$ cat config.mk
export PLATFORM = sky130hd
export DESIGN_NAME = pbsi_ram
export DESIGN_NICKNAME = d
export VERILOG_FILES = /design/src/rtl/core/posting_block_skip_index_core_macros.svh /design/src/rtl/core/pbsi_ram.sv
export SDC_FILE = /design/constraint.sdc
export NUM_CORES = 1
export LEC_CHECK = 0
export ABC_AREA = 1
export BUFFER_PORTS_ARGS = -buffer_cell sky130_fd_sc_hd__buf_2
export CAP_MARGIN = 40
export CORE_AREA = 10 10 125 127
export CTS_BUF_LIST = sky130_fd_sc_hd__clkbuf_4
export DETAILED_ROUTE_END_ITERATION = 8
export DIE_AREA = 0 0 135 137
export GPL_TIMING_DRIVEN = 0
export PLACE_DENSITY = 0.58
export SLEW_MARGIN = 25
export SYNTH_ARGS = -nofsm -noshare
export SYNTH_HDL_FRONTEND = slang
export SYNTH_SLANG_ARGS = --single-unit
$ cat constraint.sdc
create_clock -name i_clk -period 1.3 [get_ports i_clk]
set_input_delay 0.26 -clock i_clk [delete_from_list [all_inputs] [get_ports i_clk]]
set_output_delay 0.26 -clock i_clk [all_outputs]
set_load 0.02 [all_outputs]
$ cat src/rtl/core/posting_block_skip_index_core_macros.svh
// ----------------------------------------------------------------------------
// posting_block_skip_index_core_macros
// Assertion helpers for the skip index core.
// ----------------------------------------------------------------------------
`ifndef POSTING_BLOCK_SKIP_INDEX_CORE_MACROS_SVH
`define POSTING_BLOCK_SKIP_INDEX_CORE_MACROS_SVH

// Same-cycle implication, checked outside reset.
`define PBSI_ASSERT_NOW(label, ante, cons, msg) \
    label: assert property (@(posedge i_clk) disable iff (!i_rst_n) (ante) |-> (cons)) \
        else $error(msg);

// Next-cycle implication, checked outside reset.
`define PBSI_ASSERT_NEXT(label, ante, cons, msg) \
    label: assert property (@(posedge i_clk) disable iff (!i_rst_n) (ante) |=> (cons)) \
        else $error(msg);

`endif

$ cat src/rtl/core/pbsi_ram.sv
// ----------------------------------------------------------------------------
// pbsi_ram
// Generic single-write, single-read RAM with registered read data.
// ----------------------------------------------------------------------------
module pbsi_ram #(
    parameter int WIDTH = 8,
    parameter int DEPTH = 16,
    localparam int AW = (DEPTH > 1) ? $clog2(DEPTH) : 1
) (
    input  logic             i_clk,
    input  logic             i_we,
    input  logic [AW-1:0]    i_waddr,
    input  logic [WIDTH-1:0] i_wdata,
    input  logic [AW-1:0]    i_raddr,
    output logic [WIDTH-1:0] o_rdata
);
    logic [WIDTH-1:0] mem [DEPTH];
    logic [WIDTH-1:0] r_rdata;

    always_ff @(posedge i_clk) begin
        if (i_we) begin
            mem[i_waddr] <= i_wdata;
        end
        r_rdata <= mem[i_raddr];
    end

    assign o_rdata = r_rdata;
endmodule

==> qor.csv <==
metric,value,unit
Commonest cells post-synth,"nand2_1, edfxtp_1, inv_1",
Hold Crit Class,primary input to flip-flop,
placed cell count,754,
minimum clock period,1280,ps
RSZ-0062 raised after global routing,true,
share of the synthesized area in the top cell type,66.7,%
largest net degree at the start of global routing,17,
Clock Latency Late Sink,560,ps
detailed placer's ending HPWL,9.33,mm
I/O pin total,26,
"CP delay by family, top",flip-flops,
Pleak,2.82,nW
detailed-route DRC error count,0,
Slew HR,42.3,%
fillers,1210,
start of the worst register-to-register path,mem[12][7],
clock root buffer,clkbuf_4,
IO Port Bufs,22,
post-synthesis sequential area ratio,69.4,%
Resized Gates After CTS,24,
Synth area leader,edfxtp_1,
Ys Warns,0,
max-slew violations,0,
Final Cell Area,6520,µm²
Synth Cell Area,5770,µm²
Core Footprint,13100,µm²
total grt overflow,0,
antenna violations before repair,1,
Setup WS pre-CTS,-422,ps
initial core utilization,44.1,%
Pwr Density,1330,nW/µm²
fmax,782,MHz
CTS tree,done,
Setup crit end kind,output pin,
total chip power,8.65,mW
clock sinks,136,
Post-synth top flop,edfxtp_1,
"CTS clk-pin slew, worst paths",110,ps
Post-DP Area,6130,µm²
post-synthesis instance total,551,
routed via count,3780,
max incr delay on CP,340,ps
WL final,13.8,mm
final net count,616,
final hold violations,0,
RR Endpoint,o_rdata[7],
first-pass GRT wire length,21.3,mm
number of synthesized flops with an enable pin,128,
outcome,completed,
PnR worst setup slack,20.9,ps
TritonRoute pass-1 iters,5,
Worst EP required,1040,ps
Post-CTS Setup Bufs,0,
most common cell in the synthesized netlist,nand2_1,
vias in the first global route,3591,
TritonCTS Buffers,17,
GPL Wtd Cong,0.874,
worst-path fanout max,1,
Critical Path Slowest Stage Cell,dfxtp_2,
Mapped Avg Cell Area,10.5,µm²
area delta synth->final,13.0,%
post-route insts no fill,788,
final setup violation count,0,
Tcrit/Tclk final,98.4,%
crit path cell chain,buf_6,
DR WL/cell,17.5,µm
CP endpoint,o_rdata[2],
worst reg-to-reg setup slack,270,ps
startpoint types,flip-flop,
CTS Hold Bufs,0,
Yosys cell types,12,
WP data arrival,1020,ps
Worst IR Drop VDD,0.593,mV
std cell rows,42,
Critical path buffers and inverters,1,
"antenna viol nets, final",0,
Worst path depth,1,
CP Launch Point,o_rdata[2],
Die Ht,137,µm
ys async rst share,0,%
Area contributors post-synth,"edfxtp_1, nand2_1, nand3_1",
layout cells sized above 1,14.7,%
htree depth,4,
Die W,135,µm
Initial DRC Count,325,
Global Route Usage Sum,15.8,%
Max Cap Violations,0,
CTS Buffer Depth,2,
CP Class,flip-flop to output pin,
Syn Nets,569,
clock skew,11.2,ps
Worst Reg-to-Reg Cells,6,
Slew @ Worst Pin,862,ps
synthesized flop and latch total,136,
vias per cell,4.80,
Total Die Area,18500,µm²
-- cell families (layout without fill, tap and decap cells) --
| group | count (synthesis) | count (layout) | synth area share [%] |
|---|---|---|---|
| buffers and inverters | 126 | 186 | 9.52 |
| flip-flops | 136 | 136 | 69.4 |
| other | 0 | 1 | 0 |
| AND/OR/NAND/NOR | 289 | 289 | 21.0 |
-- state kept, by name (all words and copies together) (netlist names) --
register	cells
o_rdata	8
mem	128
-- metrics by stage --
stage | hold slack [ps] | TNS [ps] | utilization, %
detailed placement | 678 | -34380 | 46.9
CTS | 81.5 | -85.1 | 49.7
floorplan | 359 | 0 | -
global placement | 679 | -43560 | 46.6
global route | 73.4 | -285 | 49.8
finish | 113 | 0 | 49.8
-- cell type report --
type / count / area [µm²] / area share (%)
timing repair buffer: 28 / 205 / 3.15
sequential: 136 / 4010 / 61.6
tap: 176 / 220 / 3.38
clock inverter: 15 / 184 / 2.82
buffer: 24 / 166 / 2.55
antenna: 1 / 2.50 / 0.0384
clock buffer: 17 / 128 / 1.96
inverter: 102 / 383 / 5.88
multi-input combinational: 289 / 1210 / 18.6
-- layer usage --
| metal | vias up | share of wire, % | global-route usage [%] |
|---|---|---|---|
| li1 | 1869 | - | - |
| met1 | 1752 | 46 | 21.3 |
| met2 | 132 | 45 | 23.2 |
| met3 | 27 | 6.4 | 4.47 |
| met4 | 0 | 2.7 | 7.36 |
| met5 | - | 0 | 0 |
-- report_power, final --
part | internal [mW] | switching [mW] | total (mW)
Combinational | 0.225 | 0.477 | 0.702
Sequential | 4.90 | 0.0291 | 4.93
Clock | 1.49 | 1.53 | 3.02
Total | 6.62 | 2.03 | 8.65
-- cells in the final DEF (no fill, tap or decap), drive strengths merged --
cell type,count
clkinv,9
nand3b,2
diode,1
clkbuf,17
nand3,97
nor2,17
clkinvlp,2
edfxtp,128
bufinv,4
nand2,173
buf,52
inv,102
dfxtp,8
-- worst min path at each step --
stage                     from  slack [ps]          to  cells after the start
floorplan           i_wdata[0]         360   mem[0][0]                      0
global placement    o_rdata[3]         680  o_rdata[3]                      1
detailed placement  o_rdata[1]         680  o_rdata[1]                      1
CTS                 i_wdata[1]          80   mem[6][1]                      1
global route        i_wdata[4]          70   mem[8][4]                      1
finish              i_wdata[1]         110   mem[6][1]                      1
(Power assumes the default switching activity.)
